==> src/hdl/acep_pkg.sv <==
`default_nettype none

package acep_pkg;

	// parse phase codes
	localparam logic [1:0] PH_GROUND = 2'd0;
	localparam logic [1:0] PH_ESC    = 2'd1;
	localparam logic [1:0] PH_CSI    = 2'd2;

	// configuration register indexes
	localparam logic REG_WRAP_COL = 1'b0;
	localparam logic REG_WRAP_RET = 1'b1;

	localparam logic [7:0] WRAP_COL_RESET = 8'd44;
	localparam logic [7:0] WRAP_RET_RESET = 8'd1;

	localparam logic [7:0] GLYPH_MIN = 8'd32;
	localparam logic [7:0] GLYPH_MAX = 8'd126;

	localparam logic [7:0] CH_ESC   = 8'h1b;
	localparam logic [7:0] CH_LF    = 8'h0a;
	localparam logic [7:0] CH_CR    = 8'h0d;
	localparam logic [7:0] CH_M     = 8'h4d;
	localparam logic [7:0] CH_SAVE  = 8'h37;
	localparam logic [7:0] CH_REST  = 8'h38;
	localparam logic [7:0] CH_LBRK  = 8'h5b;
	localparam logic [7:0] CH_SEMI  = 8'h3b;
	localparam logic [7:0] CH_ZERO  = 8'h30;
	localparam logic [7:0] CH_NINE  = 8'h39;

	// csi final bytes
	localparam logic [7:0] CMD_CUU = 8'h41; // A
	localparam logic [7:0] CMD_CUD = 8'h42; // B
	localparam logic [7:0] CMD_CUF = 8'h43; // C
	localparam logic [7:0] CMD_CUB = 8'h44; // D
	localparam logic [7:0] CMD_CNL = 8'h45; // E
	localparam logic [7:0] CMD_CPL = 8'h46; // F
	localparam logic [7:0] CMD_CHA = 8'h47; // G
	localparam logic [7:0] CMD_VPA = 8'h64; // d
	localparam logic [7:0] CMD_CUP = 8'h48; // H
	localparam logic [7:0] CMD_HVP = 8'h66; // f
	localparam logic [7:0] CMD_SCP = 8'h73; // s
	localparam logic [7:0] CMD_RCP = 8'h75; // u

	function automatic logic [7:0] sat_add(input logic [7:0] v, input logic [7:0] d);
		logic [8:0] s;
		s = {1'b0, v} + {1'b0, d};
		return s[8] ? 8'hff : s[7:0];
	endfunction

	function automatic logic [7:0] sat_sub(input logic [7:0] v, input logic [7:0] d);
		return (v > d) ? (v - d) : 8'd0;
	endfunction

	// value*10 + digit, clamped at 255
	function automatic logic [7:0] accumulate(input logic [7:0] v, input logic [3:0] digit);
		logic [11:0] n;
		n = {1'b0, v, 3'b000} + {3'b000, v, 1'b0} + {8'd0, digit};
		return (n > 12'd255) ? 8'hff : n[7:0];
	endfunction

endpackage

`default_nettype wire

==> src/hdl/ansi_cursor_escape_parser.sv <==
// Terminal byte stream to glyph draw commands.
// Input channel: byte_valid / byte_stall carry one byte_in per beat.
// Output channel: draw_valid / draw_stall carry glyph_code, draw_column and
// draw_row per beat, one beat for each printable byte seen outside a sequence.
// Control bytes, ESC sequences and CSI sequences only update the cursor state.
// Config: cfg_write with cfg_index 0 sets wrap_column, 1 sets
// wrap_return_column; write only while no byte is in flight.
// Path: an accepted byte is held in the input register and decoded there;
// a printable byte's draw beat is loaded into the draw register as it advances.
// Throughput: one byte per cycle unless a printable byte waits behind a held
// draw beat; decode is a single pass of cursor logic between the input
// register and the draw register.
// Stall: the draw register holds its beat while draw_stall is high; a
// printable byte waiting behind a held beat raises byte_stall, other bytes
// keep flowing.
// Reset: cursor, saved cursor and parser return to ground at column 0,
// row 0; wrap_column resets to 44 and wrap_return_column to 1.
`default_nettype none

module ansi_cursor_escape_parser (
	input  wire logic       clk,
	input  wire logic       arst_n,
	input  wire logic       cfg_write,
	input  wire logic       cfg_index,
	input  wire logic [7:0] cfg_data,
	input  wire logic       byte_valid,
	output logic            byte_stall,
	input  wire logic [7:0] byte_in,
	output logic            draw_valid,
	input  wire logic       draw_stall,
	output logic [6:0]      glyph_code,
	output logic [7:0]      draw_column,
	output logic [7:0]      draw_row
);

	logic [7:0] wrap_col_q, wrap_ret_q;
	logic [1:0] phase_q, phase_d;
	logic [7:0] col_q, col_d, row_q, row_d;
	logic [7:0] scol_q, scol_d, srow_q, srow_d;
	logic [7:0] p1_q, p1_d, p2_q, p2_d;
	logic       in_p2_q, in_p2_d, digit_q, digit_d;

	logic       valid_s1;
	logic [7:0] byte_s1;

	logic       emit;
	logic       advance;
	logic       accept;
	logic [7:0] glyph_col, glyph_row;
	logic [7:0] p_val, q_val;

	always_ff @(posedge clk or negedge arst_n) begin
		if (!arst_n) begin
			wrap_col_q <= acep_pkg::WRAP_COL_RESET;
			wrap_ret_q <= acep_pkg::WRAP_RET_RESET;
		end else if (cfg_write) begin
			if (cfg_index == acep_pkg::REG_WRAP_COL)
				wrap_col_q <= cfg_data;
			else
				wrap_ret_q <= cfg_data;
		end
	end

	// input register
	assign accept     = byte_valid && !byte_stall;
	assign byte_stall = valid_s1 && !advance;

	always_ff @(posedge clk or negedge arst_n) begin
		if (!arst_n)
			valid_s1 <= 1'b0;
		else if (accept)
			valid_s1 <= 1'b1;
		else if (advance)
			valid_s1 <= 1'b0;
	end

	always_ff @(posedge clk) begin
		if (accept)
			byte_s1 <= byte_in;
	end

	// a byte with no draw beat never waits on the output side
	assign advance = valid_s1 && (!emit || !draw_valid || !draw_stall);

	always_comb begin
		p_val = digit_q ? p1_q : 8'd1;
		q_val = digit_q ? p2_q : 8'd1;
	end

	always_comb begin
		phase_d   = phase_q;
		col_d     = col_q;
		row_d     = row_q;
		scol_d    = scol_q;
		srow_d    = srow_q;
		p1_d      = p1_q;
		p2_d      = p2_q;
		in_p2_d   = in_p2_q;
		digit_d   = digit_q;
		emit      = 1'b0;
		glyph_col = col_q;
		glyph_row = row_q;
		unique case (phase_q)
			acep_pkg::PH_ESC: begin
				phase_d = acep_pkg::PH_GROUND;
				case (byte_s1)
					acep_pkg::CH_M: row_d = acep_pkg::sat_sub(row_q, 8'd1);
					acep_pkg::CH_SAVE: begin
						scol_d = col_q;
						srow_d = row_q;
					end
					acep_pkg::CH_REST: begin
						col_d = scol_q;
						row_d = srow_q;
					end
					acep_pkg::CH_LBRK: begin
						phase_d = acep_pkg::PH_CSI;
						p1_d    = 8'd0;
						p2_d    = 8'd0;
						in_p2_d = 1'b0;
						digit_d = 1'b0;
					end
					default: ;
				endcase
			end
			acep_pkg::PH_CSI: begin
				if (byte_s1 >= acep_pkg::CH_ZERO && byte_s1 <= acep_pkg::CH_NINE) begin
					if (in_p2_q)
						p2_d = acep_pkg::accumulate(p2_q, byte_s1[3:0]);
					else
						p1_d = acep_pkg::accumulate(p1_q, byte_s1[3:0]);
					digit_d = 1'b1;
				end else if (byte_s1 == acep_pkg::CH_SEMI) begin
					in_p2_d = 1'b1;
				end else begin
					phase_d = acep_pkg::PH_GROUND;
					case (byte_s1) inside
						acep_pkg::CMD_CUU: row_d = acep_pkg::sat_sub(row_q, p_val);
						acep_pkg::CMD_CUD: row_d = acep_pkg::sat_add(row_q, p_val);
						acep_pkg::CMD_CUF: col_d = acep_pkg::sat_add(col_q, p_val);
						acep_pkg::CMD_CUB: col_d = acep_pkg::sat_sub(col_q, p_val);
						acep_pkg::CMD_CNL: begin
							row_d = acep_pkg::sat_add(row_q, p_val);
							col_d = 8'd0;
						end
						acep_pkg::CMD_CPL: begin
							row_d = acep_pkg::sat_sub(row_q, p_val);
							col_d = 8'd0;
						end
						acep_pkg::CMD_CHA: col_d = p_val;
						acep_pkg::CMD_VPA: row_d = p_val;
						acep_pkg::CMD_CUP, acep_pkg::CMD_HVP: begin
							row_d = p_val;
							col_d = q_val;
						end
						acep_pkg::CMD_SCP: begin
							scol_d = col_q;
							srow_d = row_q;
						end
						acep_pkg::CMD_RCP: begin
							col_d = scol_q;
							row_d = srow_q;
						end
						default: ;
					endcase
				end
			end
			default: begin
				// ground, and the unused code acts the same
				phase_d = acep_pkg::PH_GROUND;
				if (byte_s1 >= acep_pkg::GLYPH_MIN && byte_s1 <= acep_pkg::GLYPH_MAX) begin
					emit = 1'b1;
					if (col_q >= wrap_col_q) begin
						glyph_col = wrap_ret_q;
						glyph_row = acep_pkg::sat_add(row_q, 8'd1);
					end
					col_d = acep_pkg::sat_add(glyph_col, 8'd1);
					row_d = glyph_row;
				end else if (byte_s1 == acep_pkg::CH_LF) begin
					row_d = acep_pkg::sat_add(row_q, 8'd1);
				end else if (byte_s1 == acep_pkg::CH_CR) begin
					col_d = 8'd0;
				end else if (byte_s1 == acep_pkg::CH_ESC) begin
					phase_d = acep_pkg::PH_ESC;
				end
			end
		endcase
	end

	always_ff @(posedge clk or negedge arst_n) begin
		if (!arst_n) begin
			phase_q <= acep_pkg::PH_GROUND;
			col_q   <= 8'd0;
			row_q   <= 8'd0;
			scol_q  <= 8'd0;
			srow_q  <= 8'd0;
			p1_q    <= 8'd0;
			p2_q    <= 8'd0;
			in_p2_q <= 1'b0;
			digit_q <= 1'b0;
		end else if (advance) begin
			phase_q <= phase_d;
			col_q   <= col_d;
			row_q   <= row_d;
			scol_q  <= scol_d;
			srow_q  <= srow_d;
			p1_q    <= p1_d;
			p2_q    <= p2_d;
			in_p2_q <= in_p2_d;
			digit_q <= digit_d;
		end
	end

	// draw register
	always_ff @(posedge clk or negedge arst_n) begin
		if (!arst_n)
			draw_valid <= 1'b0;
		else if (advance && emit)
			draw_valid <= 1'b1;
		else if (!draw_stall)
			draw_valid <= 1'b0;
	end

	always_ff @(posedge clk) begin
		if (advance && emit) begin
			glyph_code  <= byte_s1[6:0];
			draw_column <= glyph_col;
			draw_row    <= glyph_row;
		end
	end

endmodule

`default_nettype wire

==> config.mk <==
export PLATFORM = sky130hd
export DESIGN_NAME = ansi_cursor_escape_parser
export DESIGN_NICKNAME = d
export VERILOG_FILES = /design/src/hdl/acep_pkg.sv /design/src/hdl/ansi_cursor_escape_parser.sv
export SDC_FILE = /design/constraint.sdc
export NUM_CORES = 1
export LEC_CHECK = 0
export BUFFER_PORTS_ARGS = -buffer_cell sky130_fd_sc_hd__buf_2
export CELL_PAD_IN_SITES_DETAIL_PLACEMENT = 1
export CELL_PAD_IN_SITES_GLOBAL_PLACEMENT = 1
export CORE_UTILIZATION = 52
export CTS_CLUSTER_SIZE = 30
export DETAILED_ROUTE_END_ITERATION = 8
export PLACE_DENSITY = 0.94
export SYNTH_ARGS = -nofsm -noshare
export SYNTH_HDL_FRONTEND = slang
export SYNTH_SLANG_ARGS = --single-unit
==> constraint.sdc <==
create_clock -name clk -period 7.54 [get_ports clk]
set_input_delay 0.377 -clock clk [delete_from_list [all_inputs] [get_ports clk]]
set_output_delay 0.377 -clock clk [all_outputs]
set_load 0.02 [all_outputs]
# Yosys cells after proc, flatten, opt, wreduce, memory -nomap -nowiden
# Cells that the tools add are included.
totals:
  ff_bits: 101
  latch_bits: 0
  ramBits: 0
  rom_bits: 0
  input_bits: 22
  out_inout_bits: 25
  elab_cells: 229
  memories: 0
op_classes:
  n_addsub: 11
  mul: 0
  div_mod_pow: 0
  magnitude_cmp: 10
  n_eq_ne: 52
  shift: 0
  n_mux: 109
  n_bitwise: 1
  n_reduce_logical: 29
op_table:
  columns: ["cell", "count"]
  rows:
  - ["$mux W8", 82]
  - ["$eq A8 B7 Y1 const B", 14]
  - ["$pmux W8 S2", 7]
  - ["$ne A2 B2 Y1 const B", 16]
  - ["$ne A8 B7 Y1 const B", 4]
  - ["$add A11 B9 Y12", 2]
  - ["$add A12 B4 Y12", 2]
  - ["$eq A8 B6 Y1 const B", 3]
  - ["$gt A12 B8 Y1 const B", 2]
  - ["$add A8 B1 Y9 const B", 2]
  - ["$add A8 B8 Y9", 2]
  - ["$eq A8 B4 Y1 const B", 2]
  - ["$ge A8 B6 Y1 const B", 2]
  - ["$gt A8 B8 Y1", 2]
  - ["$sub A8 B8 Y8", 2]
  - ["$reduce_and A15 Y1", 1]
  - ["$reduce_and A5 Y1", 3]
  - ["$mux W1", 14]
  - ["$reduce_and A11 Y1", 1]
  - ["$reduce_and A10 Y1", 1]
  - ["$eq A8 B5 Y1 const B", 1]
  - ["$ge A8 B8 Y1", 1]
  - ["$gt A8 B1 Y1 const B", 1]
  - ["$le A8 B6 Y1 const B", 1]
  - ["other kinds (23)", 44]

# Longest topological paths before layout
depth:
  ltp_word: 15
  depth_mapped: 17

# Worst setup path before layout
# Ideal clock, no wire load.
synth_path:
  kind: "flip-flop to flip-flop"
  start: "register col_q[0]"
  end: "register col_q[6]"
  setup_ns: 0.065
  arrival_time_ns: 3.504
  setup_slack_ns: 3.971
  path_stages_with_launch: 17
  path_buffers: 3
  synth_period_minus_slack_ns: 3.569
  cell_sequence: "dfrtp_1 -> inv_1 -> ha_1 -> nand2b_1 -> a2111oi_0 -> o311a_1 -> clkbuf_1 -> clkbuf_1 -> mux2_2 -> ha_1 -> clkbuf_1 -> and3b_1 -> a31oi_1 -> mux2i_1 -> a2bb2oi_1 -> o211ai_1 -> o21a_1"
synth_via:
  elab_chain_cells: 9
synth_lines:
  columns: ["element", "line_no", "source"]
  rows:
  - ["start: declaration", "ansi_cursor_escape_parser.sv:38", "logic [7:0] col_q, col_d, row_q, row_d;"]
  - ["start signal: assignment", "ansi_cursor_escape_parser.sv:203", "col_q <= col_d;"]
  - ["parallel branches: the longest is 8 deep, another holds $add A8 B1 Y9", null, null]
  - ["$pmux W8 S2 (*)", "ansi_cursor_escape_parser.sv:103", "unique case (phase_q)"]
# Every way passes the cells marked *. The select of a mux whose other input is x is not followed.
# A chain may end at the register's enable or synchronous reset.

# Worst setup path in the final report
# Ends and elaborated chain as after synthesis.

==> flow_metrics.py <==
metrics = {
    "sta": {
        "setup_ws_ps": 3568,
        "hold_viol": 0,
        "drv_slew": 0,
        "worst_slew_pin_slew_ps": 1107,
        "report.final.setup_viol": 0,
        "period_needed_ps": 3972,
        "fin_crit_sh": 0.5268,
        "fin_skew_ps": 8.485,
        "max_freq_mhz": 251.8,
        "rsz0062_at_grt": "no",
        "fin_tns_setup_ps": 0,
        "relSlewSlack": 0.2562,
    },
    "synth": {
        "ys_ff_latch": 101,
        "synth_top_area_frac": 0.1937,
        "synthesis.area_sq_mm": 0.008527,
        "synth_area_leaders": "dfrtp_1 19%, ha_1 11%, edfxtp_1 11%, nand2_1 3.5%, nor2_1 3.3%",
        "synth_nets": 1065,
        "ys_types": 87,
        "async_flop_share": 0.6931,
        "yosysMostFrequentCell": "nand2_1",
        "synthTopCellsByCount": "79 x nand2_1, 77 x ha_1, 75 x nor2_1",
        "synthesis.area_per_instance_sq_um": 8.901,
        "synth_area_leader_cell": "dfrtp_1",
        "synthFlopType": "dfrtp_1",
        "postSynthCellCount": 958,
        "yosys_warnings": 0,
        "synth-edff-count": 31,
        "synth-seq-area-share": 0.3152,
    },
    "setup_path": {
        "start_kind": "flop",
        "critPathSlowestCell": "o311a_1",
        "critPathBufInv": 2,
        "arrival_ps": 4230,
        "reg2reg_setup_slack_ps": 3570,
        "critical_path.cell_chain": "inv_1, ha_1, nand2b_1, a2111oi_0, o311a_1, mux2_2, ha_1, inv_1, nor4_1, nor2_1, mux2i_1, a2bb2oi_1, o211ai_1, o21a_1",
        "worstSetupPathType": "flop to flop",
        "cp_slowest_stage_delay_ps": 640,
        "worstPathRequired_ps": 7790,
        "cp_top_family": "compound AO/OA/AOI/OAI gates",
        "end_kind": "flop",
        "cp_max_fo": 19,
    },
    "grt": {
        "grt_pass1_vias": 8182,
        "grt_pass1_wl_um": 44020,
        "grt_max_degree": 71,
        "track_usage": 0.3421,
        "antenna_found_initial": 0,
        "grt-ovfl-total": 0,
    },
    "clock_network": {
        "htree_levels": 3,
        "clkSlewWorstSetupHoldPaths_ps": 70,
        "cts.sinks": 101,
        "cts_post_setup_buffers_inserted": 0,
        "cts_resized": 0,
        "cts_max_path_buffers": 2,
        "root_buffer": "clkbuf_16",
        "cts_buffers": 9,
        "cts_tree": "done",
        "insertion_delay_ps": 360,
        "postCtsHoldBufs": 0,
    },
    "placement": {
        "port_buffers": 46,
        "dpl.hpwl_um": 20070,
        "placedCellCount": 1171,
        "dpl_worst_slack_ps": 3698,
        "place_congestion": 0.9675,
    },
    "floorplan": {
        "ios": 47,
        "die_h_um": 130.1,
        "rows": 46,
        "initial_core_util": 0.5348,
        "die_area_sq_mm": 0.01691,
        "coreArea_sq_mm": 0.01594,
        "die_w_um": 130.1,
    },
    "hold_path": {
        "hold_class": "primary input to flop",
    },
    "drt": {
        "antenna_left": 0,
        "dr.first_iter.drc_count": 587,
        "vias_per_cell": 6.688,
        "drc": 0,
        "first_pass_iters": 4,
        "vias": 7939,
        "wl_per_cell_um": 23.13,
        "routed_wl_um": 27460,
    },
    "layout": {
        "area_delta_synth_final_pct": 7.498,
        "fillers": 1869,
        "nets": 1073,
        "seq_area_sq_mm": 0.002688,
        "diodes": 0,
        "drive_above_1_share": 0.1123,
        "fin_cells": 1187,
        "multiInputGateArea_sq_mm": 0.005401,
        "post-route-util": 0.5749,
    },
    "power": {
        "p_per_area_mw_per_mm2": 248.8,
        "vdd_ir_drop_max_uv": 135.9,
        "p_leak_nw": 3.962,
    },
    "run": {
        "max_cap_violations": 0,
    },
    "status": {
        "status": "completed",
    },
}
[cell families after synthesis]
group	after synthesis	share of synthesized area
multiplexers	53	0.06809
XOR/XNOR	30	0.03081
buffers and inverters	109	0.05165
flip-flops	101	0.3152
AO/OA/AOI/OAI	269	0.2173
AND/OR/NAND/NOR	311	0.1852
adder cells (fa/ha/maj)	85	0.1318
[layer usage]
metal,share of wire,up-vias,track usage
met5,0,-,0
met4,0.045,0,0.1689
met3,0.067,98,0.06970
met2,0.48,342,0.5839
met1,0.40,3930,0.4100
li1,-,3569,-
[state kept, by name (all words and copies together) (netlist names)]
register / count
p2_q: 8
p1_q: 8
phase_q: 2
row_q: 8
wrap_ret_q: 8
valid_s1: 1
in_p2_q: 1
scol_q: 8
draw_column: 8
glyph_code: 7
col_q: 8
draw_row: 8
digit_q: 1
srow_q: 8
wrap_col_q: 8
byte_s1: 8
draw_valid: 1
[cells in the final DEF (no fill, tap or decap), types with 6 or more instances in the layout]
| cell | n |
|---|---|
| nand2_1 | 79 |
| ha_1 | 77 |
| nor2_1 | 74 |
| dfrtp_1 | 66 |
| a21oi_1 | 56 |
| inv_1 | 55 |
| o21ai_0 | 51 |
| buf_2 | 46 |
| edfxtp_1 | 31 |
| nand3_1 | 27 |
| nor3_1 | 24 |
| nand2b_1 | 22 |
| mux2_2 | 21 |
| a211oi_1 | 21 |
| mux2_1 | 19 |
| xnor2_1 | 19 |
| nand4_1 | 17 |
| a31oi_1 | 17 |
| mux2i_1 | 13 |
| xor2_1 | 11 |
| and3_1 | 9 |
| a21o_1 | 9 |
| clkbuf_16 | 9 |
| o21bai_1 | 8 |
| and2_1 | 8 |
| a22o_1 | 8 |
| fa_1 | 8 |
| o21a_1 | 7 |
| o211ai_1 | 7 |
| nor2b_1 | 7 |
| o32a_1 | 7 |
| o22ai_1 | 7 |
| a221oi_1 | 7 |
| o31ai_1 | 6 |
| nor4_1 | 6 |
| or3_1 | 6 |
[worst register-to-register path, stage by stage, from the launching register on]
cell       delay [ps]
dfrtp_1           470
inv_1             140
ha_1              280
nand2b_1          140
a2111oi_0         490
o311a_1           640
mux2_2            300
ha_1              340
inv_1              90
nor4_1            320
nor2_1             70
mux2i_1           180
a2bb2oi_1         190
o211ai_1          110
o21a_1            120
[power by group]
group	leakage [nW]	switching, mW	total [mW]	internal [mW]
registers	1.17	0.170	0.810	0.640
logic	2.63	0.558	0.944	0.386
clock network	0.165	0.223	0.527	0.304
[path summary, 6_finish.rpt]
path | startpoint | end | cells past startpoint
worst max-delay path | col_q[0] | col_q[6] | 14
worst min-delay path | byte_in[1] | byte_s1[1] | 1
worst max register to register | col_q[0] | col_q[6] | 14
worst min register to register | wrap_col_q[5] | wrap_col_q[5] | 2
max in group asynchronous | arst_n | in_p2_q | 2
min in group asynchronous | arst_n | wrap_col_q[4] | 2
[per-stage QoR]
stage | hold WS (ps) | instance area [sq um] | total power [mW]
2_1_floorplan | 81.41 | 8527 | 1.447
3_3_place_gp | 496.9 | 8833 | 1.670
3_5_place_dp | 502.2 | 8833 | 1.729
4_1_cts | 188.6 | 9166 | 2.264
5_1_grt | 182.8 | 9166 | 2.413
6_report | 192.0 | 9166 | 2.281
[layout make-up]
type                    instances  share of cell area
multi-input cells             748              0.5893
flip-flops and latches        101              0.2932
well taps                     216             0.02948
repair buffers                 51             0.02921
clock buffers                  10             0.02607
inverters                      55             0.02252
clock inverters                 6             0.01024
Power figures use the tool's default switching activity.
